===== src/rtl/tfph_pkg.sv =====
// ----------------------------------------------------------------------------
// tfph_pkg
// Shared types, constants and helpers for the tunnel frame parse/hash core.
// ----------------------------------------------------------------------------
package tfph_pkg;

  localparam int          MAX_FRAME_BYTES_DEFAULT = 16384;
  localparam logic [15:0] TUNNEL_PORT_RESET       = 16'd2152;
  localparam logic [15:0] ETHERTYPE_IPV4          = 16'h0800;
  localparam logic [3:0]  IP_VERSION_4            = 4'd4;
  localparam logic [31:0] HASH_SEED               = 32'd5381;
  localparam logic [4:0]  TUNNEL_HDR_BASE         = 5'd8;

  // GTP flag bits that extend the tunnel header
  localparam int FLAG_ADD4_BIT = 5;  // 0x20
  localparam int FLAG_ADD2_BIT = 6;  // 0x40
  localparam int FLAG_ADD1_BIT = 7;  // 0x80

  typedef enum logic [3:0] {
    ST_OK                = 4'd0,
    ST_TOO_SHORT         = 4'd1,
    ST_NOT_IP            = 4'd2,
    ST_NOT_IPV4          = 4'd3,
    ST_HDR_INCOMPLETE    = 4'd4,
    ST_WRONG_PORT        = 4'd5,
    ST_TUNNEL_INCOMPLETE = 4'd6,
    ST_ZERO_LENGTH       = 4'd7,
    ST_LENGTH_EXCEEDS    = 4'd8,
    ST_HASH_ZERO         = 4'd9,
    ST_OVERSIZE          = 4'd10
  } tfph_status_t;

  // Decoded header state of one finished frame (byte count travels apart)
  typedef struct packed {
    logic        oversize;
    logic        side;
    logic [3:0]  ip_version;
    logic [3:0]  ip_header_words;
    logic [15:0] type_or_port;
    logic [15:0] length_field;
    logic [4:0]  tunnel_header_bytes;
    logic [31:0] hash;
  } tfph_frame_t;

  // h*33 + b, modulo 2^32
  function automatic logic [31:0] tfph_djb2(input logic [31:0] h, input logic [7:0] b);
    tfph_djb2 = (h << 5) + h + {24'd0, b};
  endfunction

endpackage


===== src/rtl/tfph_parser.sv =====
// ----------------------------------------------------------------------------
// tfph_parser
// Per-byte header decode and payload hash; snapshots the frame on last byte.
// ----------------------------------------------------------------------------
module tfph_parser #(
  parameter int MAX_FRAME_BYTES = tfph_pkg::MAX_FRAME_BYTES_DEFAULT,
  parameter int POS_W           = $clog2(MAX_FRAME_BYTES + 1)
) (
  input  logic                  clk,
  input  logic                  rst,
  input  logic                  in_valid,
  output logic                  in_ready,
  input  logic                  in_side,
  input  logic [7:0]            in_byte,
  input  logic                  in_last,
  output logic                  snap_valid,
  input  logic                  snap_ready,
  output tfph_pkg::tfph_frame_t snap,
  output logic [POS_W-1:0]      snap_pos
);
  import tfph_pkg::*;

  // frame state
  logic [POS_W-1:0] pos,  pos_next;
  logic [31:0]      hash, hash_next;
  logic [3:0]       ihw,  ihw_next;
  logic [3:0]       ver,  ver_next;
  logic [15:0]      top,  top_next;
  logic [15:0]      lf,   lf_next;
  logic [4:0]       thb,  thb_next;
  logic             side, side_next;
  logic [7:0]       sec,  sec_next;
  logic             ovs,  ovs_next;

  logic        step;
  logic [17:0] p;
  logic [5:0]  ihl4;
  logic [7:0]  u;
  logic [7:0]  s;
  logic        win;
  logic        special;
  logic [31:0] h_pre;

  assign in_ready = !snap_valid || snap_ready;
  assign step     = in_valid && in_ready;
  assign p        = 18'(pos);

  always_comb begin
    pos_next  = pos;
    hash_next = hash;
    ihw_next  = ihw;
    ver_next  = ver;
    top_next  = top;
    lf_next   = lf;
    thb_next  = thb;
    side_next = side;
    sec_next  = sec;
    ovs_next  = ovs;
    ihl4      = '0;
    u         = '0;
    s         = '0;
    win       = 1'b0;
    special   = 1'b0;
    h_pre     = hash;
    if (pos >= POS_W'(MAX_FRAME_BYTES)) begin
      ovs_next = 1'b1;
    end else begin
      if (pos == '0) begin
        side_next = in_side;
      end
      if (p == 18'd14) begin
        ver_next = in_byte[7:4];
        ihw_next = in_byte[3:0];
      end
      if (p == 18'd15) begin
        sec_next = in_byte;
      end
      ihl4 = {ihw_next, 2'b00};
      if (!side_next) begin
        // tunnel side: UDP at u, tunnel header at u+8
        u = 8'd14 + 8'(ihl4);
        if (p == 18'(u) + 18'd2) top_next[15:8] = in_byte;
        if (p == 18'(u) + 18'd3) top_next[7:0]  = in_byte;
        if (p == 18'(u) + 18'd8) begin
          thb_next = TUNNEL_HDR_BASE
                   + (in_byte[FLAG_ADD4_BIT] ? 5'd4 : 5'd0)
                   + (in_byte[FLAG_ADD2_BIT] ? 5'd2 : 5'd0)
                   + (in_byte[FLAG_ADD1_BIT] ? 5'd1 : 5'd0);
        end
        if (p == 18'(u) + 18'd10) lf_next[15:8] = in_byte;
        if (p == 18'(u) + 18'd11) lf_next[7:0]  = in_byte;
        s = u + 8'd8 + 8'(thb);
        if (p > 18'(u) + 18'd11 && p >= 18'(s) && p < 18'(s) + 18'(lf)) win = 1'b1;
      end else begin
        // plain side: ethertype at 12, IP total length at 16
        if (p == 18'd12) top_next[15:8] = in_byte;
        if (p == 18'd13) top_next[7:0]  = in_byte;
        if (p == 18'd16) lf_next[15:8]  = in_byte;
        if (p == 18'd17) lf_next[7:0]   = in_byte;
        // zero IHL with tiny total length: rebuild hash from the IP bytes
        special = (p == 18'd17) && (ihw_next == 4'd0) && (lf_next < 16'd3);
        if (special) begin
          h_pre = tfph_djb2(HASH_SEED, {ver_next, ihw_next});
          if (lf_next == 16'd2) h_pre = tfph_djb2(h_pre, sec_next);
        end
        if (p >= 18'd14 && p >= 18'd14 + 18'(ihl4)
            && (p < 18'd17 || p < 18'd14 + 18'(lf_next))) win = 1'b1;
      end
      hash_next = win ? tfph_djb2(h_pre, in_byte) : h_pre;
      pos_next  = pos + POS_W'(1);
    end
  end

  always_ff @(posedge clk) begin
    if (rst) begin
      pos  <= '0;
      hash <= HASH_SEED;
      ihw  <= '0;
      ver  <= '0;
      top  <= '0;
      lf   <= '0;
      thb  <= TUNNEL_HDR_BASE;
      side <= 1'b0;
      sec  <= '0;
      ovs  <= 1'b0;
    end else if (step && in_last) begin
      pos  <= '0;
      hash <= HASH_SEED;
      ihw  <= '0;
      ver  <= '0;
      top  <= '0;
      lf   <= '0;
      thb  <= TUNNEL_HDR_BASE;
      side <= 1'b0;
      sec  <= '0;
      ovs  <= 1'b0;
    end else if (step) begin
      pos  <= pos_next;
      hash <= hash_next;
      ihw  <= ihw_next;
      ver  <= ver_next;
      top  <= top_next;
      lf   <= lf_next;
      thb  <= thb_next;
      side <= side_next;
      sec  <= sec_next;
      ovs  <= ovs_next;
    end
  end

  always_ff @(posedge clk) begin
    if (rst) begin
      snap_valid <= 1'b0;
    end else if (step && in_last) begin
      snap_valid <= 1'b1;
    end else if (snap_ready) begin
      snap_valid <= 1'b0;
    end
  end

  always_ff @(posedge clk) begin
    if (step && in_last) begin
      snap.oversize            <= ovs_next;
      snap.side                <= side_next;
      snap.ip_version          <= ver_next;
      snap.ip_header_words     <= ihw_next;
      snap.type_or_port        <= top_next;
      snap.length_field        <= lf_next;
      snap.tunnel_header_bytes <= thb_next;
      snap.hash                <= hash_next;
      snap_pos                 <= pos_next;
    end
  end

endmodule


===== src/rtl/tfph_verdict.sv =====
// ----------------------------------------------------------------------------
// tfph_verdict
// Ordered frame checks; yields status, payload length and hash.
// ----------------------------------------------------------------------------
module tfph_verdict #(
  parameter int POS_W = 15
) (
  input  tfph_pkg::tfph_frame_t  snap,
  input  logic [POS_W-1:0]       snap_pos,
  input  logic [15:0]            tunnel_udp_port,
  output tfph_pkg::tfph_status_t status,
  output logic [15:0]            payload_length,
  output logic [31:0]            payload_hash
);
  import tfph_pkg::*;

  logic [16:0]  c;
  logic [5:0]   ihl4;
  logic [6:0]   hdrs;
  logic [16:0]  diff;
  tfph_status_t st;
  logic [15:0]  plen;

  assign c    = 17'(snap_pos);
  assign ihl4 = {snap.ip_header_words, 2'b00};
  assign hdrs = 7'd22 + 7'(ihl4) + 7'(snap.tunnel_header_bytes);
  assign diff = {1'b0, snap.length_field} - 17'(ihl4);

  always_comb begin
    st   = ST_OK;
    plen = '0;
    if (snap.oversize) begin
      st = ST_OVERSIZE;
    end else if (!snap.side) begin
      priority if (c < 17'd50)                      st = ST_TOO_SHORT;
      else if (snap.ip_version != IP_VERSION_4)     st = ST_NOT_IPV4;
      else if (c < 17'd30 + 17'(ihl4))              st = ST_HDR_INCOMPLETE;
      else if (snap.type_or_port != tunnel_udp_port) st = ST_WRONG_PORT;
      else if (c < 17'(hdrs))                       st = ST_TUNNEL_INCOMPLETE;
      else begin
        plen = snap.length_field;
        if (plen == '0)                                  st = ST_ZERO_LENGTH;
        else if ({1'b0, plen} > c - 17'(hdrs))           st = ST_LENGTH_EXCEEDS;
      end
    end else begin
      priority if (c < 17'd34)                      st = ST_TOO_SHORT;
      else if (snap.type_or_port != ETHERTYPE_IPV4) st = ST_NOT_IP;
      else if (snap.ip_version != IP_VERSION_4)     st = ST_NOT_IPV4;
      else if (c < 17'd14 + 17'(ihl4))              st = ST_HDR_INCOMPLETE;
      else begin
        plen = diff[15:0];
        if (diff[16])                                     st = ST_LENGTH_EXCEEDS;
        else if (plen == '0)                              st = ST_ZERO_LENGTH;
        else if ({1'b0, plen} > c - 17'd14 - 17'(ihl4))   st = ST_LENGTH_EXCEEDS;
      end
    end
    if (st == ST_OK && snap.hash == '0) st = ST_HASH_ZERO;
  end

  assign status         = st;
  assign payload_length = plen;
  assign payload_hash   = (st == ST_OK) ? snap.hash : 32'd0;

endmodule


===== src/rtl/tunnel_frame_parse_and_hash_core.sv =====
// ----------------------------------------------------------------------------
// tunnel_frame_parse_and_hash_core
// Streams frame bytes, decodes tunnel or plain IP headers, hashes payload.
// ----------------------------------------------------------------------------
// Throughput: one frame byte per cycle unless the result side stalls;
//   one result per frame. Path: input register, then decode/hash snapshot,
//   then result register.
// Reset (rst, synchronous): empties all stages, clears the frame decode state
//   and loads the tunnel UDP port register with 2152. No clearing pass.
// ----------------------------------------------------------------------------
module tunnel_frame_parse_and_hash_core #(
  parameter int MAX_FRAME_BYTES = tfph_pkg::MAX_FRAME_BYTES_DEFAULT
) (
  input  logic        clk,
  input  logic        rst,
  // byte stream in
  input  logic        s_axis_tvalid,
  output logic        s_axis_tready,
  input  logic [7:0]  s_axis_tdata,   // [7:0] frame_byte
  input  logic        s_axis_tlast,   // last_byte
  input  logic        s_axis_tuser,   // [0] side (0 tunnel, 1 plain)
  // per-frame result out
  output logic        m_axis_tvalid,
  input  logic        m_axis_tready,
  output logic [55:0] m_axis_tdata,   // [3:0] status, [19:4] payload_length,
                                      // [51:20] payload_hash, [55:52] zero
  // tunnel UDP port register
  input  logic        cfg_wr_en,
  input  logic [15:0] cfg_wr_data
);
  import tfph_pkg::*;

  localparam int POS_W = $clog2(MAX_FRAME_BYTES + 1);

  logic [15:0] tunnel_udp_port;

  // input register
  logic       in_valid;
  logic       in_side;
  logic [7:0] in_byte;
  logic       in_last;
  logic       parser_ready;

  // frame snapshot between decode and checks
  logic             snap_valid;
  logic             snap_ready;
  tfph_frame_t      snap;
  logic [POS_W-1:0] snap_pos;

  // checks
  tfph_status_t v_status;
  logic [15:0]  v_length;
  logic [31:0]  v_hash;

  // result register
  logic         out_valid;
  tfph_status_t out_status;
  logic [15:0]  out_length;
  logic [31:0]  out_hash;
  logic         out_ready;

  always_ff @(posedge clk) begin
    if (rst) begin
      tunnel_udp_port <= TUNNEL_PORT_RESET;
    end else if (cfg_wr_en) begin
      tunnel_udp_port <= cfg_wr_data;
    end
  end

  // Input stage: takes a byte whenever it is empty or draining this cycle.
  assign s_axis_tready = !in_valid || parser_ready;

  always_ff @(posedge clk) begin
    if (rst) begin
      in_valid <= 1'b0;
    end else if (s_axis_tready) begin
      in_valid <= s_axis_tvalid;
    end
  end

  always_ff @(posedge clk) begin
    if (s_axis_tvalid && s_axis_tready) begin
      in_side <= s_axis_tuser;
      in_byte <= s_axis_tdata;
      in_last <= s_axis_tlast;
    end
  end

  // Decode + DJB2 step per byte; frame state resets after each last byte.
  tfph_parser #(
    .MAX_FRAME_BYTES (MAX_FRAME_BYTES),
    .POS_W           (POS_W)
  ) u_parser (
    .clk        (clk),
    .rst        (rst),
    .in_valid   (in_valid),
    .in_ready   (parser_ready),
    .in_side    (in_side),
    .in_byte    (in_byte),
    .in_last    (in_last),
    .snap_valid (snap_valid),
    .snap_ready (snap_ready),
    .snap       (snap),
    .snap_pos   (snap_pos)
  );

  // Ordered status checks on the finished frame.
  tfph_verdict #(
    .POS_W (POS_W)
  ) u_verdict (
    .snap            (snap),
    .snap_pos        (snap_pos),
    .tunnel_udp_port (tunnel_udp_port),
    .status          (v_status),
    .payload_length  (v_length),
    .payload_hash    (v_hash)
  );

  // Result register: takes the snapshot when empty or as the previous result leaves.
  assign out_ready  = !out_valid || m_axis_tready;
  assign snap_ready = out_ready;

  always_ff @(posedge clk) begin
    if (rst) begin
      out_valid <= 1'b0;
    end else if (out_ready) begin
      out_valid <= snap_valid;
    end
  end

  always_ff @(posedge clk) begin
    if (snap_valid && out_ready) begin
      out_status <= v_status;
      out_length <= v_length;
      out_hash   <= v_hash;
    end
  end

  assign m_axis_tvalid = out_valid;
  assign m_axis_tdata  = {4'd0, out_hash, out_length, out_status};

  // hash is reported only for a good frame
  a_hash_only_ok: assert property (@(posedge clk) disable iff (rst)
    out_valid && out_status != ST_OK |-> out_hash == 32'd0)
    else $error("hash reported on a failed frame");

  // early failures carry no length
  a_len_zero_early: assert property (@(posedge clk) disable iff (rst)
    out_valid && (out_status == ST_TOO_SHORT || out_status == ST_NOT_IP ||
                  out_status == ST_NOT_IPV4 || out_status == ST_HDR_INCOMPLETE ||
                  out_status == ST_WRONG_PORT || out_status == ST_TUNNEL_INCOMPLETE ||
                  out_status == ST_OVERSIZE) |-> out_length == 16'd0)
    else $error("length reported on an early failure");

  // a stalled snapshot is neither lost nor overwritten
  a_snap_hold: assert property (@(posedge clk) disable iff (rst)
    snap_valid && !snap_ready |=> snap_valid && $stable(snap) && $stable(snap_pos))
    else $error("frame snapshot changed under stall");

  // every last byte taken by the decoder yields a snapshot
  a_last_snaps: assert property (@(posedge clk) disable iff (rst)
    in_valid && parser_ready && in_last |=> snap_valid)
    else $error("last byte produced no frame snapshot");

endmodule


===== config.mk =====
export PLATFORM = sky130hd
export DESIGN_NAME = tunnel_frame_parse_and_hash_core
export DESIGN_NICKNAME = d
export VERILOG_FILES = /design/src/rtl/tfph_pkg.sv /design/src/rtl/tfph_parser.sv /design/src/rtl/tfph_verdict.sv /design/src/rtl/tunnel_frame_parse_and_hash_core.sv
export SDC_FILE = /design/constraint.sdc
export NUM_CORES = 1
export LEC_CHECK = 0
export ABC_AREA = 1
export BUFFER_PORTS_ARGS = -buffer_cell sky130_fd_sc_hd__buf_2
export CAP_MARGIN = 20
export CORE_UTILIZATION = 50
export CTS_CLUSTER_SIZE = 24
export DETAILED_ROUTE_END_ITERATION = 12
export GPL_ROUTABILITY_DRIVEN = 0
export PLACE_DENSITY_LB_ADDON = 0.12
export SYNTH_ARGS = -nofsm -noshare
export SYNTH_HDL_FRONTEND = slang
export SYNTH_SLANG_ARGS = --single-unit

===== constraint.sdc =====
create_clock -name clk -period 8.27 [get_ports clk]
set_input_delay 0.4135 -clock clk [delete_from_list [all_inputs] [get_ports clk]]
set_output_delay 0.4135 -clock clk [all_outputs]
set_load 0.005 [all_outputs]

; ---- Word level (Yosys, flattened, before mapping)
; Index checks and enable logic that the tools add are counted.
[classes]
n_mux = 74
reduce_logical = 28
n_eq_ne = 15
n_lt_le_gt_ge = 16
addsub = 28
bitwise_logic = 1
[ops]
columns = cell, n
row1 = $mux W16, 14
row2 = $mux W32, 6
row3 = $mux W8, 14
row4 = $mux W4, 23
row5 = $eq A15 B18 Y1, 5
row6 = $add A32 B32 Y32, 2
row7 = $add A32 B8 Y32, 2
row8 = $eq A15 B4 Y1 const B, 4
row9 = $lt A15 B18 Y1, 2
row10 = $gt A16 B17 Y1, 2
row11 = $lt A15 B17 Y1, 2
row12 = $logic_not A16 Y1, 2
row13 = $logic_not A32 Y1, 1
row14 = $eq A15 B5 Y1 const B, 2
row15 = $lt A15 B6 Y1 const B, 2
row16 = $add A8 B4 Y9 const B, 3
row17 = $add A4 B6 Y7 const A, 3
row18 = $add A18 B8 Y19 const A, 1
row19 = $add A8 B2 Y9 const B, 2
row20 = $ge A15 B18 Y1, 1
row21 = $gt A15 B18 Y1, 1
row22 = $add A4 B16 Y17 const A, 1
row23 = $add A8 B16 Y17, 1
row24 = $sub A16 B6 Y17, 1
row25 = other kinds (34), 65
[totals]
elab_cells = 191
ff_bits = 277

; ---- Logic depth before layout (Yosys ltp)
[depth]
depth_word = 17
ltp_mapped = 51
depth_no_buf = 51

; ---- Hierarchy
; From an unflattened synthesis, not the netlist that was laid out.
[hier_totals]
cells_unflattened = 3051
hier_area_um2 = 22541.6
[by_module_without_submodules]
columns = mod, seq_area_each_um2, instances, area_each_um2, cells_per_inst
row1 = tfph_parser, 4884.7, 1, 15845.2, 2168
row2 = tfph_verdict, 0.0, 1, 4164.0, 735
row3 = tunnel_frame_parse_and_hash_core, 2222.1, 1, 2532.4, 148

; ---- Least setup slack after synthesis
; No wires, ideal clock.
[synth_timing]
kind = register to register
start = register u_parser.pos[7]
end = register u_parser.snap[31] (netlist name)
n_path_buf = 0
t_arrival_ps = 5984
stages_incl_launch_ff = 46
setup_slack_ps = 2020
path_cell_list = dfxtp_1 -> nor2_1 -> nand2_1 -> nor2_1 -> inv_1 -> nor3_1 -> nor2_1 -> a21oi_1 -> ha_1 -> nand3_1 -> nand2_1 -> nand3_1 -> nand3_1 -> nand2_1 -> inv_1 -> nand3_1 -> nand2_1 -> inv_1 -> [10 not listed] -> nor2_1 -> inv_1 -> ha_1 -> ha_1 -> a21oi_1 -> o21ai_0 -> a21oi_1 -> o21ai_0 -> a21oi_1 -> inv_1 -> a21oi_1 -> inv_1 -> nand2_1 -> nand3_1 -> nand3_1 -> nand3_1 -> nand3_1 -> o21ai_1
[synth_between]
elab_chain_len = 14
[synth_rtl]
columns = element, line
row1 = start: declaration, tfph_parser.sv:24  ; logic [POS_W-1:0] pos, pos_next;
row2 = start signal: assignment, tfph_parser.sv:138  ; pos <= pos_next;
row3 = $eq A15 B4 Y1, tfph_parser.sv:71  ; if (p == 18'd14) begin
row4 = $mux W4, tfph_parser.sv:71
row5 = $mux W4, tfph_parser.sv:65  ; if (pos >= POS_W'(MAX_FRAME_BYTES)) begin
row6 = $add A18 B8 Y19 / $add A4 B6 Y7 (equally long branches), "tfph_pkg.sv:47, tfph_parser.sv:81, tfph_parser.sv:106"
row7 = $add A32 B32 Y32 / $add A8 B4 Y8 (equally long branches), "tfph_pkg.sv:47, tfph_parser.sv:92"
row8 = $add A32 B8 Y32 / $add A8 B5 Y8 (equally long branches), "tfph_pkg.sv:47, tfph_parser.sv:92"
row9 = $mux W32 (tied with other cells), tfph_parser.sv:104  ; if (lf_next == 16'd2) h_pre = tfph_djb2(h_pre, sec_next);
row10 = $mux W32 (tied with other cells), tfph_parser.sv:102  ; if (special) begin
row11 = $mux W32 / $logic_and A1 B1 Y1 (equally long branches), "tfph_parser.sv:79, tfph_parser.sv:93"
row12 = $mux W32 / $mux W1 (equally long branches), "tfph_parser.sv:65, tfph_parser.sv:93"
row13 = $add A32 B32 Y32 / $mux W1 (equally long branches), "tfph_pkg.sv:47, tfph_parser.sv:79"
row14 = $add A32 B8 Y32 / $mux W1 (equally long branches), "tfph_pkg.sv:47, tfph_parser.sv:65"
row15 = $mux W32, tfph_parser.sv:109  ; hash_next = win ? tfph_djb2(h_pre, in_byte) : h_pre;
row16 = $mux W32 (*), tfph_parser.sv:65
row17 = net u_parser.hash_next[31], tfph_parser.sv:25  ; logic [31:0] hash, hash_next;
; Mark *: on every way through the listed nets, which the timed path passes. The rest lies on a longest branch. The select of a mux whose other input is x is not followed.
; A chain may end at the register's enable or synchronous reset.

; ---- Worst setup path in the final report
[layout_timing]
start = register u_parser.pos[11]
end = register u_parser.snap[20] (netlist name)
[layout_between]
elab_chain_len = 14
[layout_rtl]
columns = element, line
row1 = $eq A15 B4 Y1, tfph_parser.sv:71
row2 = $mux W4, tfph_parser.sv:71
row3 = $mux W4, tfph_parser.sv:65
row4 = $add A18 B8 Y19 / $add A4 B6 Y7 (equally long branches), "tfph_pkg.sv:47, tfph_parser.sv:81, tfph_parser.sv:106"
row5 = $add A32 B32 Y32 / $add A8 B4 Y8 (equally long branches), "tfph_pkg.sv:47, tfph_parser.sv:92"
row6 = $add A32 B8 Y32 / $add A8 B5 Y8 (equally long branches), "tfph_pkg.sv:47, tfph_parser.sv:92"
row7 = $mux W32 (tied with other cells), tfph_parser.sv:104
row8 = $mux W32 (tied with other cells), tfph_parser.sv:102
row9 = $mux W32 / $logic_and A1 B1 Y1 (equally long branches), "tfph_parser.sv:79, tfph_parser.sv:93"
row10 = $mux W32 / $mux W1 (equally long branches), "tfph_parser.sv:65, tfph_parser.sv:93"
row11 = $add A32 B32 Y32 / $mux W1 (equally long branches), "tfph_pkg.sv:47, tfph_parser.sv:79"
row12 = $add A32 B8 Y32 / $mux W1 (equally long branches), "tfph_pkg.sv:47, tfph_parser.sv:65"
row13 = $mux W32, tfph_parser.sv:109
row14 = $mux W32 (*), tfph_parser.sv:65
row15 = net u_parser.hash_next[20], tfph_parser.sv:25
; Marked as above.

==> flow_metrics.tcl <==
set metrics [dict create \
    start_kind "flip-flop" \
    synth_seq_cells 277 \
    worstMarginPinSlew_ns 0.986 \
    fin_skew_ns 0.0257 \
    synth.distinct_cells 64 \
    drive_gt1_share_pct 10.0 \
    whs_path_depth 1 \
    synthArstFlopShare_pct 0 \
    cts_tree "yes" \
    synth-seq-area-share_pct 32.2 \
    clock_latency_ns 0.60 \
    grt_max_degree 61 \
    fin_area_um2 24100 \
    dieArea_um2 45000 \
    yosysWarnings 0 \
    ff2ff_setup_slack_ns 0.49 \
    seq_area_um2 7110 \
    hold_viol_final 0 \
    clk_pin_slew_ns 0.07 \
    rr_worst_depth 44 \
    cp_max_fo 11 \
    dp_hpwl_um 50600 \
    die_h_um 212 \
    core_area_um2 43400 \
    syn-instance-count 2925 \
    finalSetupViolCount 0 \
    io_buffers 84 \
    p_per_area_nw_per_um2 174 \
    drt_pass1_iterations 6 \
    hold_end "in_byte[3]$_DFFE_PP_" \
    period_share_pct 94.1 \
    wirelength_um 66800 \
    slew_violations 0 \
    cap_violations 0 \
    multiInputGateArea_um2 12900 \
    syn-cell-area_um2 22100 \
    path_class "reg2reg" \
    grtUsageTotal_pct 29.6 \
    cpMostUsedCell "nand2_1" \
    startpoint "u_parser.pos[11]$_SDFFE_PP0P_" \
    dpl-instance-area_um2 23000 \
    vdd_drop_max_v 0.000175 \
    cp.required_ns 8.71 \
    ant_nets 0 \
    die_x_um 212 \
    wl_per_cell_um 18.5 \
    status "finished clean" \
    cts.sinks 277 \
    antenna_found_initial 0 \
    antennaDiodeCount 0 \
    clockBufferDepth 3 \
    ys.flop_type "edfxtp_1" \
    first_iter_violations 1924 \
    final_nets 3261 \
    cts.htree.levels 1 \
    drc 0 \
    avgSynthCellArea_um2 7.56 \
    vias 20200 \
    cts_buffers 30 \
    fillers 4132 \
    hold_path.class "in2reg" \
    areaGrowthSynthToFinish_pct 9.05 \
    dpl_worst_slack_ns 0.374 \
    min_from "s_axis_tdata[3]" \
    slowest_stage "ha_1" \
    rows 76 \
    slew_headroom_pct 34.0 \
    initial_core_util_pct 51.0 \
    timing.fmax_mhz 128 \
    globalRouteOverflowTotal 0 \
    period_needed_ns 7.78 \
    slowest_delay_ns 0.41 \
    setup_slack_ns 0.486 \
    end_kind "flip-flop" \
    timing.rr.start "u_parser.pos[11]$_SDFFE_PP0P_" \
    root_buffer "clkbuf_16" \
    synth_edf_count 156 \
    grt_first_pass_wirelength_um 104000 \
    grt_pass1_vias 19100 \
    num_io_pins 89 \
    critical_path_arrival_ns 8.23 \
    r2r_end "u_parser.snap[20]$_DFFE_PP_" \
    leakagePower_nw 11.5 \
    routed_via_density 5.60 \
]
sequential cells by signal (all words and copies together), names as in the netlist, 4 cells and up:
signal and count:
u_parser.pos 15, out_status 4, tunnel_udp_port 16, u_parser.ihw 4
in_byte 8, out_length 16, u_parser.hash 32, u_parser.sec 8
u_parser.top 16, out_hash 32, u_parser.lf 16, u_parser.snap_pos 15
u_parser.thb 5, u_parser.ver 4, u_parser.snap 79
stage by stage:
step / cells / utilization, % / setup TNS [ns] / power (mW) / hold slack, ns
2_1_floorplan: 2928 / - / 0 / 2.51 / 0.430
3_3_place_gp: 3539 / 53.0 / 0 / 2.81 / 0.442
3_5_place_dp: 3539 / 53.0 / 0 / 2.83 / 0.455
4_1_cts: 3600 / 55.4 / 0 / 4.15 / 0.00102
5_1_grt: 3605 / 55.6 / -0.00127 / 4.40 / 0.00664
6_report: 3605 / 55.6 / 0 / 4.19 / 0.0209
what timing repair did:
item / in CTS / in global routing
hold buffers: 5 / 0
resized for setup: 0 / 5
hold endpoints to repair: 5 / 0
endpoints found under the setup margin: 0 / 41
buffers inserted: 0 / 4
synthesized netlist by cell type, drive strengths merged (5+ instances only):
master | instances | area share, %
fa | 14 | 1.3
o31ai | 5 | 0.23
buf | 36 | 1.3
nor4 | 19 | 0.57
o21bai | 8 | 0.27
ha | 220 | 12
nand2 | 623 | 11
a21oi | 209 | 4.8
nand3 | 182 | 4.6
o21a | 13 | 0.44
a21boi | 8 | 0.27
or2 | 8 | 0.23
o21ai | 270 | 6.7
a31oi | 5 | 0.14
nand4 | 54 | 1.5
clkinv | 5 | 0.096
nor2 | 237 | 4.8
dfxtp | 121 | 11
a211oi | 12 | 0.41
edfxtp | 156 | 21
clkbuf | 45 | 0.76
nor3 | 46 | 1.1
inv | 448 | 7.6
xor2 | 91 | 3.7
xnor2 | 44 | 1.7
o211ai | 20 | 0.68
o22ai | 6 | 0.20
worst max path at each step:
stage / end / cells past startpoint
after global routing: u_parser.snap[16]$_DFFE_PP_ / 43
after detailed placement: u_parser.snap[6]$_DFFE_PP_ / 42
final: u_parser.snap[20]$_DFFE_PP_ / 44
after floorplan: u_parser.snap[31]$_DFFE_PP_ / 45
after global placement: u_parser.snap[6]$_DFFE_PP_ / 42
after CTS: u_parser.snap[6]$_DFFE_PP_ / 42
layer usage:
metal / vias up / share of wire, % / global-route usage, % / routed length, µm
met5: - / 0 / 0 / 0
met4: 0 / 3.0 / 10.0 / 2000
met3: 137 / 8.3 / 3.91 / 5570
met2: 851 / 43 / 45.6 / 28500
met1: 9340 / 46 / 42.5 / 30700
li1: 9854 / - / - / -
where the power goes:
part	switching (mW)	internal (mW)	leakage, nW
Sequential	0.0697	1.55	2.46
Clock	0.600	0.715	0.471
Combinational	0.850	0.411	8.62
final cells by class:
class                      instances  area share, %
sequential                       277           29.5
timing repair buffer             116           2.90
inverter                         453           7.09
multi-input combinational       2118           53.5
tap                              585           3.04
clock inverter                    20          0.716
clock buffer                      36           3.25
critical path: cells and delay by family (launching register included):
family / cells / cell delay (ns)
DFF: 1 / 0.37
and+or+nand+nor: 23 / 2.82
adders and majority gates: 5 / 1.62
AOI/OAI and AO/OA: 7 / 1.44
buffers and inverters: 8 / 1.15
xor gates and xnor gates: 1 / 0.21
cells in the final DEF, fill, tap and decap left out, types with 84 or more instances in the layout:
cell type	n
nand2_1	584
a21oi_1	206
xor2_1	89
inv_1	432
buf_2	84
nor2_1	207
dfxtp_1	121
ha_1	220
o21ai_0	188
edfxtp_1	156
nand3_1	172
logic make-up (layout without fill, tap and decap cells):
logic type                 after synthesis  in the layout  synth area share, %
and+or+nand+nor                       1180           1180                 24.4
AOI/OAI and AO/OA                      564            565                 14.4
buffers and inverters                  534            625                 9.78
DFF                                    277            277                 32.2
adders and majority gates              234            234                 13.7
xor gates and xnor gates               135            135                 5.47
other                                    1              4               0.0170
No activity file was read; power rests on OpenSTA's default activity.
